<file path="config.mk">
export PLATFORM = sky130hd
export DESIGN_NAME = rhdb_out_stage_flat
export DESIGN_NICKNAME = d
export VERILOG_FILES = /design/src/sv/rhdb_pkg.sv /design/src/sv/rhdb_channels.sv /design/src/sv/rhdb_out_stage.sv /design/src/flat_wrapper.sv
export SDC_FILE = /design/constraint.sdc
export NUM_CORES = 1
export LEC_CHECK = 0
export BUFFER_PORTS_ARGS = -buffer_cell sky130_fd_sc_hd__buf_2
export CORE_MARGIN = 2
export CORE_UTILIZATION = 40
export DETAILED_ROUTE_END_ITERATION = 12
export PLACE_DENSITY_LB_ADDON = 0.05
export SLEW_MARGIN = 20
export SYNTH_ARGS = -nofsm -noshare
export SYNTH_HDL_FRONTEND = slang
export SYNTH_SLANG_ARGS = --single-unit
export TNS_END_PERCENT = 50
</file>
<file path="constraint.sdc">
create_clock -name clock -period 5.1 [get_ports clock]
set_clock_uncertainty 0.15 [all_clocks]
set_input_delay 0.51 -clock clock [delete_from_list [all_inputs] [get_ports clock]]
set_output_delay 0.51 -clock clock [all_outputs]
set_load 0.02 [all_outputs]
</file>
<file path="src/sv/rhdb_pkg.sv">
// ----------------------------------------------------------------------------
// rhdb_pkg
// Shared widths, register indexes and types of the 2x2 RGB downscaler.
// ----------------------------------------------------------------------------
package rhdb_pkg;

   localparam int CH_W       = 8;   // one color channel
   localparam int PSUM_W     = 9;   // sum of two channel values
   localparam int SUM_W      = 10;  // sum of four channel values
   localparam int IMG_W_W    = 12;  // frame width register
   localparam int IMG_H_W    = 13;  // frame height register
   localparam int ROW_W      = 12;  // input row counter
   localparam int CSR_IDX_W  = 2;
   localparam int CSR_DATA_W = 13;

   localparam int WIDTH_RESET  = 640;
   localparam int HEIGHT_RESET = 480;
   localparam int HEIGHT_LIMIT = 4096;
   localparam int MIN_DIM      = 2;

   localparam logic [CSR_IDX_W-1:0] REG_FRAME_WIDTH  = CSR_IDX_W'(0);
   localparam logic [CSR_IDX_W-1:0] REG_FRAME_HEIGHT = CSR_IDX_W'(1);

   typedef struct packed {
      logic [PSUM_W-1:0] red;
      logic [PSUM_W-1:0] green;
      logic [PSUM_W-1:0] blue;
   } psum_type;

   // One completed horizontal pair on an odd row, handed to the output stage.
   typedef struct packed {
      logic     valid;
      psum_type sum;
      logic     row_end;
   } issue_type;

endpackage

</file>
<file path="src/sv/rhdb_channels.sv">


interface rhdb_rsp_if;
   import rhdb_pkg::*;
   logic            valid;
   logic            ready;
   logic [CH_W-1:0] out_red;
   logic [CH_W-1:0] out_green;
   logic [CH_W-1:0] out_blue;
   logic            row_end;
   modport source (output valid, out_red, out_green, out_blue, row_end, input ready);
   modport sink (input valid, out_red, out_green, out_blue, row_end, output ready);
endinterface


</file>
<file path="src/sv/rhdb_out_stage.sv">
// ----------------------------------------------------------------------------
// rhdb_out_stage
// Joins the buffered pair sum with the current one and holds the result.
// ----------------------------------------------------------------------------
module rhdb_out_stage (
   input  logic                 clock,
   input  logic                 reset,
   input  rhdb_pkg::issue_type  issue,
   input  rhdb_pkg::psum_type   rd_data,
   rhdb_rsp_if.source           rsp,
   output logic                 can_take
);
   import rhdb_pkg::*;

   logic             s1_valid_ff, s1_valid_in;
   psum_type         s1_sum_ff;
   logic             s1_row_end_ff;
   logic             rsp_valid_ff, rsp_valid_in;
   logic [CH_W-1:0]  red_ff, green_ff, blue_ff;
   logic             row_end_ff;
   logic             s1_move;
   logic [SUM_W-1:0] tot_r, tot_g, tot_b;

   assign s1_move  = s1_valid_ff && (!rsp_valid_ff || rsp.ready);
   assign can_take = !s1_valid_ff || !rsp_valid_ff || rsp.ready;

   always_comb begin
      s1_valid_in = s1_valid_ff;
      if (issue.valid) begin
         s1_valid_in = 1'b1;
      end else if (s1_move) begin
         s1_valid_in = 1'b0;
      end
      rsp_valid_in = rsp_valid_ff;
      if (s1_move) begin
         rsp_valid_in = 1'b1;
      end else if (rsp.ready) begin
         rsp_valid_in = 1'b0;
      end
   end

   assign tot_r = SUM_W'(rd_data.red) + SUM_W'(s1_sum_ff.red);
   assign tot_g = SUM_W'(rd_data.green) + SUM_W'(s1_sum_ff.green);
   assign tot_b = SUM_W'(rd_data.blue) + SUM_W'(s1_sum_ff.blue);

   always_ff @(posedge clock) begin
      if (reset) begin
         s1_valid_ff  <= 1'b0;
         rsp_valid_ff <= 1'b0;
      end else begin
         s1_valid_ff  <= s1_valid_in;
         rsp_valid_ff <= rsp_valid_in;
      end
   end

   always_ff @(posedge clock) begin
      if (issue.valid) begin
         s1_sum_ff     <= issue.sum;
         s1_row_end_ff <= issue.row_end;
      end
      if (s1_move) begin
         red_ff     <= tot_r[SUM_W-1:2];
         green_ff   <= tot_g[SUM_W-1:2];
         blue_ff    <= tot_b[SUM_W-1:2];
         row_end_ff <= s1_row_end_ff;
      end
   end

   assign rsp.valid     = rsp_valid_ff;
   assign rsp.out_red   = red_ff;
   assign rsp.out_green = green_ff;
   assign rsp.out_blue  = blue_ff;
   assign rsp.row_end   = row_end_ff;

endmodule

</file>
<file path="src/flat_wrapper.sv">
// flat-port wrapper written by rule: the top's interface ports become plain ports
module rhdb_out_stage_flat import rhdb_pkg::*;
  (clock, reset, issue, rd_data, can_take, rsp_valid, rsp_out_red, rsp_out_green, rsp_out_blue, rsp_row_end, rsp_ready);
  rhdb_rsp_if rsp_i ();
  input  logic clock;
  input  logic reset;
  input  rhdb_pkg::issue_type issue;
  input  rhdb_pkg::psum_type rd_data;
  output logic can_take;
  output wire logic [$bits(rsp_i.valid)-1:0] rsp_valid;
  output wire logic [$bits(rsp_i.out_red)-1:0] rsp_out_red;
  output wire logic [$bits(rsp_i.out_green)-1:0] rsp_out_green;
  output wire logic [$bits(rsp_i.out_blue)-1:0] rsp_out_blue;
  output wire logic [$bits(rsp_i.row_end)-1:0] rsp_row_end;
  input wire logic [$bits(rsp_i.ready)-1:0] rsp_ready;
  assign rsp_valid = rsp_i.valid;
  assign rsp_out_red = rsp_i.out_red;
  assign rsp_out_green = rsp_i.out_green;
  assign rsp_out_blue = rsp_i.out_blue;
  assign rsp_row_end = rsp_i.row_end;
  assign rsp_i.ready = rsp_ready;
  rhdb_out_stage u_core (.clock(clock), .reset(reset), .issue(issue), .rd_data(rd_data), .rsp(rsp_i), .can_take(can_take));
endmodule
</file>
### After elaboration in Yosys (flattened, before gate mapping)

Cells that the tools add are included.

* register bits after elaboration: 55
* input port bits: 59
* output and inout port bits: 27
* logic and storage cells: 25

* add/sub/neg operators: 3
* muxes and demuxes: 4
* reductions and logical operators: 8

Operators with widths (number)
* $add 9x9->10: 3
* $mux 1: 4
* $reduce_bool 2->1: 2
* $logic_or 1x1->1: 3
* $logic_not 1->1: 2
* $logic_and 1x1->1: 1

### Logic depth before layout (Yosys ltp)

* word-level depth: 5
* depth in mapped cells: 5
* mapped depth without buffers: 5

### Worst setup path after synthesis

OpenSTA, ideal clock, no wires.

* path type: input to register
* from: input port rsp_ready
* to: register u_core.blue_ff[0] (netlist: u_core.rsp.out_blue[0]) (enable)
* library setup time: 0.410 ns
* data arrival time: 1.721 ns
* required time: 4.540 ns
* slack: 2.819 ns
* stages: 2
* buffers on the path: 0
* cell sequence: nor2b_1 > nor2b_1

* cells in the longest elaborated chain, start to end: 2

RTL lines
* from (decl): RTL line flat_wrapper.sv:15 `input wire logic [$bits(rsp_i.ready)-1:0] rsp_ready;`
* $logic_or 1x1->1: RTL line rhdb_out_stage.sv:24 `assign s1_move = s1_valid_ff && (!rsp_valid_ff || rsp.ready);`
* $logic_and 1x1->1: RTL line rhdb_out_stage.sv:24
* to (signal assigned): RTL line rhdb_out_stage.sv:64 `blue_ff <= tot_b[SUM_W-1:2];`
* to (decl): RTL line rhdb_out_stage.sv:19 `logic [CH_W-1:0] red_ff, green_ff, blue_ff;`

No other way between the ends.
A chain may end at the register's enable or synchronous reset.

### Worst setup path in the final report

* from: register u_core.s1_sum_ff[6] (netlist name)
* to: register u_core.blue_ff[7] (netlist: u_core.rsp.out_blue[7]) (data pin)

* cells in the longest elaborated chain, start to end: 1

RTL lines
* from (decl): RTL line rhdb_out_stage.sv:16 `psum_type s1_sum_ff;`
* from (signal assigned): RTL line rhdb_out_stage.sv:58 `s1_sum_ff <= issue.sum;`
* $add 9x9->10: RTL line rhdb_out_stage.sv:44 `assign tot_b = SUM_W'(rd_data.blue) + SUM_W'(s1_sum_ff.blue);`
* net u_core.tot_b[9]: RTL line rhdb_out_stage.sv:22 `logic [SUM_W-1:0] tot_r, tot_g, tot_b;`

The timed path passes the listed nets, and every way through them passes these cells.

==> flow_summary.toml <==
[run_status]
outcome = "completed"

[critical_path]
worst_path_dominant_cell_family = "compound AO/OA/AOI/OAI gates"
path_cells = "ha_1 -> and2_4 -> a221o_1 -> a221oi_2 -> o21bai_1"
critPathLaunchType = "flop"
r2r_slack_ns = 3.00
critPathMaxStageDelay_ns = 0.40
cp.required_ns = 5.00
worstPathMaxFanout = 5
worstPathArrival_ns = 1.99
crit_type = "flop to flop"
cpMaxStageDelayCell = "edfxtp_1"
cp_num_buf_inv = 0
critPathCaptureType = "flop"

[finish]
layout.nets = 345
regArea_um2 = 1630
drive_gt1_share_pct = 36.1
multi_input_area_um2 = 898
nFillCells = 572
area_growth_pct = 24.1
final_area_um2 = 3150
insertedDiodeCount = 0

[power]
power_frac_clock_pct = 22.3
p_comb_share_pct = 21.2
p_sw_w = 0.000251
p_leak_nw = 1.37
power_frac_seq_pct = 56.5
powerDensity_nw_per_um2 = 314
switching_share_pct = 25.4
ir_drop_v = 0.000145
internal_power_w = 0.000737

[die]
row_count = 29
die_h_um = 83.7
dieArea_um2 = 7000
die_x_um = 83.7
coreArea_um2 = 6240
initial_core_util_pct = 40.7
top_level_ports = 86

[timing]
hold_viol = 0
finalSetupViolCount = 0
rsz0062_at_grt = "false"
slew_headroom_pct = 54.6
fmax_mhz = 477
tightest_slew_ns = 0.680
period_minus_slack_ns = 2.10
setup_tns_ns = 0
period_share_pct = 41.1
final_max_slew_viol_count = 0

[synthesis]
avgSynthCellArea_um2 = 15.0
synth_common_cells = "edfxtp_1, ha_1, nor2_1, xnor2_1, a21oi_1"
netlist_instances = 169
yosysMostFrequentCell = "edfxtp_1"
synth_edf_count = 53
yosys.area.top_type = "edfxtp_1"
yosys_warnings = 0
async_flop_share_pct = 0
yosysSeqAreaShare_pct = 64.3
synth_nets = 252
ys_ff_latch = 55
ys.flop_type = "edfxtp_1"
syn_area_um2 = 2540
ys_types = 28
netlist_top_cells_area = "edfxtp_1, ha_1, xnor2_1, a21o_1, a21oi_1"
synth_top_cell_area_share_pct = 62.7

[cts]
htree_num_levels = 2
cts_buffer_depth = 2
cts_tree = "built"
cts_root_buf = "clkbuf_8"
cts.sinks = 55
post_cts_buffers = 0
cts_resized = 0
holdBufCountCts = 0
cts_inserted_buffers = 5
clk_pin_slew_worst_paths_ns = 0.09
insertion_delay_ns = 0.30

[detailed_routing]
wl_um = 4340
ant_nets = 0
dr.pass1.iters = 4
route.detailed.drc = 0
vias = 1631
viasPerCell = 4.80
wl_per_cell_um = 12.8
drtIter0Drc = 53

[global_route]
grt_pass1_wl_um = 6890
grt_pass1_vias = 1564
track_usage_pct = 12.8
gr-total-overflow = 0
grt_start_max_net_pins = 30
antenna_found_initial = 0

[job]
maxCapViolCount = 0

[hold_path]
min_path_type = "input pin to flop"

[placed_design]
dp_hpwl_um = 3340
place_area_um2 = 3070
io_buffers = 85
place_congestion = 0.728
## sequential cells by signal, indices dropped and copies added (netlist names)
signal / count
u_core.rsp.row_end: 1
u_core.rsp.valid: 1
u_core.rsp.out_green: 8
u_core.rsp.out_blue: 8
u_core.rsp.out_red: 8
u_core.s1_sum_ff: 27
u_core.s1_row_end_ff: 1
u_core.s1_valid_ff: 1
## area by class of cell
class	instances	area share, %
inverter	3	0.357
multi-input combinational	111	28.5
clock inverter	2	0.238
clock buffer	6	2.30
tap	77	3.06
timing repair buffer	86	13.7
sequential	55	51.8
## cells in the final DEF (no fill, tap or decap), drive strengths merged, types with 4 or more instances in the layout
master and n:
a21o 8, a21oi 11, a221oi 4, and3 5, buf 86, clkbuf 6, edfxtp 53, ha 24
nand2 6, nor2 12, xnor2 12, xor2 5
## metal layers
metal  share of wire, %  global-route usage [%]  vias to the layer above  routed length (um)
li1                   -                       -                      840                   -
met1                 42                    14.9                      735                1820
met5                  0                       0                        -                   0
met2                 50                    21.7                       50                2160
met4                1.6                    5.13                        0                  68
met3                6.5                    4.35                        6                 282
## per-stage QoR
stage	utilization, %	worst slack [ns]	hold slack, ns	std cells	power, W
2_1_floorplan	-	2.82	0.250	169	0.000712
3_3_place_gp	49.2	2.79	0.253	332	0.000777
3_5_place_dp	49.2	2.77	0.270	332	0.000780
4_1_cts	50.5	2.98	0.207	340	0.00100
5_1_grt	50.5	2.91	0.206	340	0.00104
6_report	50.5	3.00	0.221	340	0.000988
## power by group through the flow
stage               registers, W  logic [W]  clock network [W]
floorplan               0.000592   0.000120                  0
global placement        0.000568   0.000209                  0
detailed placement      0.000569   0.000211                  0
CTS                     0.000559   0.000212           0.000232
global route            0.000562   0.000234           0.000249
finish                  0.000558   0.000209           0.000221
## path summary, 6_finish.rpt
check                                end  cells after the start                  from
setup / recovery  u_core.rsp.out_blue[7]                      5   u_core.s1_sum_ff[6]
hold / removal        u_core.s1_valid_ff                      2                 reset
setup reg to reg  u_core.rsp.out_blue[7]                      5   u_core.s1_sum_ff[6]
hold reg to reg       u_core.rsp.row_end                      0  u_core.s1_row_end_ff
## logic make-up (layout without fill, tap and decap cells)
group / after synthesis / in the layout / synth area share [%]
flops: 55 / 55 / 64.3
compound gates: 36 / 36 / 11.0
simple gates: 34 / 34 / 6.55
fa+ha+maj: 24 / 24 / 11.8
xor+xnor: 17 / 17 / 5.86
buf+inv: 3 / 97 / 0.444
(Power assumes the default switching activity.)
