<file path="config.mk">
export PLATFORM = sky130hd
export DESIGN_NAME = rhdb_front
export DESIGN_NICKNAME = d
export VERILOG_FILES = /design/src/sv/rhdb_pkg.sv /design/src/sv/rhdb_front.sv
export SDC_FILE = /design/constraint.sdc
export NUM_CORES = 1
export LEC_CHECK = 0
export ABC_AREA = 0
export BUFFER_PORTS_ARGS = -buffer_cell sky130_fd_sc_hd__buf_2
export CAP_MARGIN = 0
export CORE_ASPECT_RATIO = 1.2
export CORE_MARGIN = 4
export CORE_UTILIZATION = 50
export CTS_BUF_LIST = sky130_fd_sc_hd__clkbuf_4
export CTS_CLUSTER_DIAMETER = 150
export CTS_CLUSTER_SIZE = 24
export DETAILED_ROUTE_END_ITERATION = 8
export PLACE_DENSITY = 0.8
export SYNTH_ARGS = -nofsm -noshare
export SYNTH_HDL_FRONTEND = slang
export SYNTH_SLANG_ARGS = --single-unit
</file>
<file path="constraint.sdc">
create_clock -name clock -period 4 [get_ports clock]
set_clock_uncertainty 0.2 [all_clocks]
set_input_delay 0.4 -clock clock [delete_from_list [all_inputs] [get_ports clock]]
set_output_delay 0.4 -clock clock [all_outputs]
set_load 0.1 [all_outputs]
</file>
<file path="src/sv/rhdb_pkg.sv">
// ----------------------------------------------------------------------------
// rhdb_pkg
// Shared widths, register indexes and types of the 2x2 RGB downscaler.
// ----------------------------------------------------------------------------
package rhdb_pkg;

   localparam int CH_W       = 8;   // one color channel
   localparam int PSUM_W     = 9;   // sum of two channel values
   localparam int SUM_W      = 10;  // sum of four channel values
   localparam int IMG_W_W    = 12;  // frame width register
   localparam int IMG_H_W    = 13;  // frame height register
   localparam int ROW_W      = 12;  // input row counter
   localparam int CSR_IDX_W  = 2;
   localparam int CSR_DATA_W = 13;

   localparam int WIDTH_RESET  = 640;
   localparam int HEIGHT_RESET = 480;
   localparam int HEIGHT_LIMIT = 4096;
   localparam int MIN_DIM      = 2;

   localparam logic [CSR_IDX_W-1:0] REG_FRAME_WIDTH  = CSR_IDX_W'(0);
   localparam logic [CSR_IDX_W-1:0] REG_FRAME_HEIGHT = CSR_IDX_W'(1);

   typedef struct packed {
      logic [PSUM_W-1:0] red;
      logic [PSUM_W-1:0] green;
      logic [PSUM_W-1:0] blue;
   } psum_type;

   // One completed horizontal pair on an odd row, handed to the output stage.
   typedef struct packed {
      logic     valid;
      psum_type sum;
      logic     row_end;
   } issue_type;

endpackage

</file>
<file path="src/sv/rhdb_front.sv">
// ----------------------------------------------------------------------------
// rhdb_front
// Frame registers, column/row counters and horizontal pair summing.
// ----------------------------------------------------------------------------
module rhdb_front #(
   parameter int MAX_WIDTH = 2048
) (
   input  logic                                 clock,
   input  logic                                 reset,
   input  logic                                 pix_accept,
   input  logic [rhdb_pkg::CH_W-1:0]            in_red,
   input  logic [rhdb_pkg::CH_W-1:0]            in_green,
   input  logic [rhdb_pkg::CH_W-1:0]            in_blue,
   input  logic                                 csr_write,
   input  logic [rhdb_pkg::CSR_IDX_W-1:0]       csr_index,
   input  logic [rhdb_pkg::CSR_DATA_W-1:0]      csr_data,
   output logic                                 mem_wr_en,
   output logic                                 mem_rd_en,
   output logic [$clog2(MAX_WIDTH/2)-1:0]       mem_addr,
   output rhdb_pkg::psum_type                   mem_wr_data,
   output rhdb_pkg::issue_type                  issue
);
   import rhdb_pkg::*;

   localparam int COL_W = $clog2(MAX_WIDTH);
   localparam int EW_W  = $clog2(MAX_WIDTH + 1);
   localparam int IDX_W = $clog2(MAX_WIDTH / 2);
   localparam int WIDTH_INIT = (WIDTH_RESET > MAX_WIDTH) ? MAX_WIDTH : WIDTH_RESET;

   logic [EW_W-1:0]    eff_w_ff, eff_w_in;
   logic [IMG_H_W-1:0] eff_h_ff, eff_h_in;
   logic [COL_W-1:0]   col_ff, col_in;
   logic [ROW_W-1:0]   row_ff, row_in;
   logic [CH_W-1:0]    left_r_ff, left_g_ff, left_b_ff;
   logic [31:0]        w_req;
   logic [IMG_H_W-1:0] h_req;
   logic               restart;
   logic               last_col;
   logic               last_row;
   logic               pair_done;

   assign w_req = 32'(csr_data[IMG_W_W-1:0]);
   assign h_req = csr_data[IMG_H_W-1:0];

   // Register writes are clamped once here, so the counters see legal sizes.
   always_comb begin
      eff_w_in = eff_w_ff;
      eff_h_in = eff_h_ff;
      restart  = 1'b0;
      if (csr_write) begin
         unique case (csr_index)
            REG_FRAME_WIDTH: begin
               restart = 1'b1;
               if (w_req < 32'(MIN_DIM)) begin
                  eff_w_in = EW_W'(MIN_DIM);
               end else if (w_req > 32'(MAX_WIDTH)) begin
                  eff_w_in = EW_W'(MAX_WIDTH);
               end else begin
                  eff_w_in = EW_W'(w_req);
               end
            end
            REG_FRAME_HEIGHT: begin
               restart = 1'b1;
               if (h_req < IMG_H_W'(MIN_DIM)) begin
                  eff_h_in = IMG_H_W'(MIN_DIM);
               end else if (h_req > IMG_H_W'(HEIGHT_LIMIT)) begin
                  eff_h_in = IMG_H_W'(HEIGHT_LIMIT);
               end else begin
                  eff_h_in = h_req;
               end
            end
            default: begin
               restart = 1'b0;
            end
         endcase
      end
   end

   assign last_col = (EW_W'(col_ff) == eff_w_ff - EW_W'(1));
   assign last_row = (IMG_H_W'(row_ff) == eff_h_ff - IMG_H_W'(1));

   always_comb begin
      col_in = col_ff;
      row_in = row_ff;
      if (restart) begin
         col_in = '0;
         row_in = '0;
      end else if (pix_accept) begin
         if (last_col) begin
            col_in = '0;
            row_in = last_row ? '0 : row_ff + ROW_W'(1);
         end else begin
            col_in = col_ff + COL_W'(1);
         end
      end
   end

   always_ff @(posedge clock) begin
      if (reset) begin
         eff_w_ff  <= EW_W'(WIDTH_INIT);
         eff_h_ff  <= IMG_H_W'(HEIGHT_RESET);
         col_ff    <= '0;
         row_ff    <= '0;
         left_r_ff <= '0;
         left_g_ff <= '0;
         left_b_ff <= '0;
      end else begin
         eff_w_ff <= eff_w_in;
         eff_h_ff <= eff_h_in;
         col_ff   <= col_in;
         row_ff   <= row_in;
         if (pix_accept && !col_ff[0]) begin
            left_r_ff <= in_red;
            left_g_ff <= in_green;
            left_b_ff <= in_blue;
         end
      end
   end

   assign pair_done = pix_accept && col_ff[0];

   assign mem_wr_data.red   = PSUM_W'(left_r_ff) + PSUM_W'(in_red);
   assign mem_wr_data.green = PSUM_W'(left_g_ff) + PSUM_W'(in_green);
   assign mem_wr_data.blue  = PSUM_W'(left_b_ff) + PSUM_W'(in_blue);

   // Even rows store the pair sum; odd rows fetch the one from the row above.
   assign mem_wr_en = pair_done && !row_ff[0];
   assign mem_rd_en = pair_done && row_ff[0];
   assign mem_addr  = IDX_W'(col_ff >> 1);

   assign issue.valid   = mem_rd_en;
   assign issue.sum     = mem_wr_data;
   assign issue.row_end = (EW_W'(col_ff >> 1) == (eff_w_ff >> 1) - EW_W'(1));

endmodule

</file>
# Yosys cells after proc, flatten, opt, wreduce, memory -nomap -nowiden

Cells that the tools add are included.

Logic and storage cells: 43
Register bits: 72
Input bits: 43
Output and inout bits: 68

Magnitude comparators: 4
Reductions and logical operators: 12
Equal/unequal tests: 4
Add/sub/neg operators: 8
Muxes and demuxes: 8

Operator list:

| kind                    | number |
|---|---|
| $mux W12                | 3 |
| $add A8 B8 Y9           | 3 |
| $mux W13                | 2 |
| $eq A12 B13 Y1          | 1 |
| $gt A13 B13 Y1 const B  | 1 |
| $lt A13 B2 Y1 const B   | 1 |
| $sub A13 B1 Y13 const B | 1 |
| $add A12 B1 Y12 const B | 1 |
| $eq A10 B12 Y1          | 1 |
| $eq A11 B12 Y1          | 1 |
| $gt A12 B12 Y1 const B  | 1 |
| $lt A12 B2 Y1 const B   | 1 |
| $sub A11 B1 Y12 const B | 1 |
| $sub A12 B1 Y12 const B | 1 |
| $add A11 B1 Y11 const B | 1 |
| $mux W11                | 1 |
| $reduce_and A2 Y1       | 3 |
| $logic_and A1 B1 Y1     | 4 |
| $reduce_or A2 Y1        | 2 |
| $eq A2 B1 Y1 const B    | 1 |
| $logic_not A1 Y1        | 2 |
| $logic_not A2 Y1        | 1 |
| $mux W1                 | 2 |

# Longest topological paths before layout

Depth after elaboration: 5
Depth in mapped cells: 12

# Worst setup path before layout

No wires, ideal clock.

Path type: register -> output
Start: register eff_w_ff[1]
End: output issue[0] (netlist bit)
Data arrival time: 4.428 ns
Buffers on the path: 1
Data required time: 3.400 ns
Stages on the path, launching flop included: 11
Setup slack: -1.028 ns
Path through: dfxtp_1 > inv_1 > ha_1 > clkbuf_1 > nor2b_1 > and2_1 > o21ai_0 > nor2_1 > a21oi_1 > a32oi_1 > nor4_1

RTL lines:

| item                     | RTL line          | RTL |
|---|---|---|
| start: declaration       | rhdb_front.sv:30  | `logic [EW_W-1:0] eff_w_ff, eff_w_in;` |
| start signal: assignment | rhdb_front.sv:100 | `eff_w_ff <= EW_W'(WIDTH_INIT);` |
| start signal: assignment | rhdb_front.sv:108 | `eff_w_ff <= eff_w_in;` |
| end: declaration         | rhdb_front.sv:21  | `output rhdb_pkg::issue_type issue` |

==> flow_summary_export.csv <==
group,metric,value,unit
outcome,status,"finished, final reports clean",
floorplanning,die_area,12100,um^2
clock_tree,numCtsBuffers,9,
global_routing,grt_usage,22.7,%
clock_tree,insertion_delay,0.44,ns
placement,gp_congestion,0.905,
clock_tree,cts_tree,"done",
global_routing,grt_pass1_wl,22400,um
synthesis,synth_area_leaders,"dfxtp_1 (28%), ha_1 (7.0%), nand2_1 (5.9%)",
synthesis,synth_flop_cell,"dfxtp_1",
synthesis,synth.most_common_cell,"nand2_1",
timing,fin_crit_sh,92.2,%
synthesis,async_flop_share,0,%
synthesis,ys_ff_latch,72,
worst_hold_path,hp-class,"input pin to flip-flop",
floorplanning,die_w,101,um
critical_path,end_kind,"primary output",
clock_tree,clk_pin_slew,0.10,ns
floorplanning,start_util,51.5,%
drt,drc,0,
timing,finalSetupViolations,0,
synthesis,syn-num-nets,740,
synthesis,synth_warnings,0,
power_and_ir_drop,ir_worst_vdd,0.177,mV
drt,vias,4971,
synthesis,synth_top_cell_area_share,27.8,%
placement,dp_hpwl,10200,um
critical_path,crit_required,3.40,ns
critical_path,worstSetupPathType,"input pin to primary output",
synthesis,synth.avg_cell_area,7.78,um^2
global_routing,gr-total-overflow,0,
synthesis,syn-instance-count,665,
synthesis,netlist_area,5180,um^2
drt,wl_per_cell,15.9,um
layout,layout-drive-gt1-share,19.2,%
drt,dr.pass1.iters,5,
critical_path,crit_buf_inv,4,
synthesis,synth_common_cells,"nand2_1 (81), dfxtp_1 (72), a21oi_1 (55)",
timing,hold_ws,0.0238,ns
drt,drtIter0Drc,352,
drt,routed_wirelength,13600,um
layout,area_growth,11.2,%
timing,max_slew_margin,34.7,%
critical_path,cp.arrival,3.09,ns
power_and_ir_drop,powerDensity,382,nW/um^2
synthesis,synth_edf_count,0,
clock_tree,cts_resized,0,
run,cap_violations,0,
timing,slew_violations,0,
critical_path,critPathMaxStageDelay,0.53,ns
clock_tree,hold_buffers,17,
floorplanning,coreArea,10100,um^2
critical_path,path_cells,"dlygate4sd3_1 > buf_2 > ha_1 > inv_1 > fa_1 > nor2b_1 > o21ai_0 > a21boi_0 > o21a_1 > o21ai_0 > nand2b_1 > a21o_1 > buf_2",
layout,fill_cells,946,
placement,portBuffers,110,
synthesis,seq_area_frac_synth,27.8,%
timing,fmax,0.271,GHz
timing,tightest_slew,0.980,ns
placement,place_inst,826,
layout,diodes,0,
clock_tree,post_cts_buffers,0,
floorplanning,io_pins,111,
clock_tree,cts_root_buf,"clkbuf_4",
clock_tree,cts_buffer_depth,2,
drt,vias_per_cell,5.79,
clock_tree,h-tree-depth,3,
critical_path,cp_top_family,"buffers and inverters",
critical_path,startpoint_type,"input pin",
floorplanning,rows,40,
layout,nets,803,
power_and_ir_drop,leakage,2.46,nW
drt,drtAntennaViolNets,0,
layout,regArea,1440,um^2
timing,rsz0062_at_grt,"false",
critical_path,critical_path.max_fanout,2,
synthesis,ys_types,66,
global_routing,grt_max_degree,52,
timing,post-route-min-period,3.69,ns
layout,fin_cells,859,
floorplanning,fp.dieH,119,um
layout,multi_input_area,3200,um^2
clock_tree,cts_sinks,72,
synthesis,yosysTopAreaCell,"dfxtp_1",
timing,final_hold_viol_count,0,
global_routing,first_global_vias,4803,
timing,fin_tns_setup,0,ns
global_routing,antenna_found_initial,0,
critical_path,cp_slowest_cell,"dlygate4sd3_1",
[worst register-to-register path: cells and delay by family, from the launching register on]
kind / cells / cell delay, ns
DFF: 1 / 0.43
adders and majority gates: 1 / 0.29
and+or+nand+nor: 3 / 1.56
AOI/OAI and AO/OA: 3 / 0.76
xor gates and xnor gates: 1 / 0.20
buffers and inverters: 1 / 0.10
[logic make-up after synthesis]
logic type                 after synthesis  share of synthesized area (%)
muxes                                    4                          0.774
DFF                                     72                           27.8
buffers and inverters                  110                           11.1
and+or+nand+nor                        239                           23.8
AOI/OAI and AO/OA                      158                           19.9
xor gates and xnor gates                50                           8.46
adders and majority gates               32                           8.17
[worst paths after layout]
path                             startpoint                   endpoint  slack [ns]  cells after the start
hold reg to reg   left_b_ff[4]$_SDFFE_PP0P_  left_b_ff[4]$_SDFFE_PP0P_        0.27                      2
setup / recovery                in_green[0]            mem_wr_data[17]        0.31                     13
setup reg to reg   eff_w_ff[2]$_SDFFE_PP0P_     row_ff[4]$_SDFFE_PP0P_        0.39                      9
hold / removal                  in_green[7]  left_g_ff[7]$_SDFFE_PP0P_        0.02                      3
[per-layer routing]
metal	vias to the layer above	routed length [um]	track usage [%]
met5	-	0	0
met4	0	432	10.6
met3	31	1140	3.81
met2	204	6630	39.7
met1	2292	5430	26.6
li1	2444	-	-
[final cells by class]
type / count / area share (%)
Multi-Input combinational cell: 483 / 55.5
Clock inverter: 5 / 0.413
Timing Repair Buffer: 128 / 12.6
Clock buffer: 11 / 1.43
Inverter: 34 / 2.22
Sequential cell: 72 / 25.0
Tap cell: 126 / 2.74
[layout by cell type, fill, tap and decap left out, types with 5 or more instances in the layout]
cell type and instances:
nor4_1 11, inv_1 33, nor2_1 48, a221o_1 5, nand2_1 81, and3_1 9
a21o_1 7, clkbuf_4 11, o31ai_1 7, nor3_1 12, or4_1 8, nor2b_1 7
a211o_1 6, xor2_1 18, or3_1 6, nand2b_1 8, nand4_1 9, nand3_1 8
xnor2_1 28, buf_2 110, dfxtp_1 72, a21oi_1 55, o21ai_0 25, ha_1 29
dlygate4sd3_1 17, a22oi_1 12
[sequential cells by signal, indices dropped and copies added (netlist names)]
name       cells
left_b_ff      8
eff_h_ff      13
left_r_ff      8
row_ff        12
left_g_ff      8
eff_w_ff      12
col_ff        11
[metrics by stage]
step                setup slack [ns]  power [mW]  utilization, %  area [um^2]
finish                         0.313        2.20            57.2         5760
floorplan                    0.00602        1.71               -         5210
global placement               0.508        1.79            54.5         5480
CTS                            0.319        2.21            57.2         5760
global route                  0.0760        2.30            57.2         5760
detailed placement             0.406        1.81            54.5         5480
[power breakdown]
part	switching, mW	total, mW	internal (mW)
registers	0.0270	0.767	0.740
clock network	0.260	0.396	0.136
logic	0.852	1.04	0.187
total	1.14	2.20	1.06
Note: power is estimated with default switching activity, not from simulation.
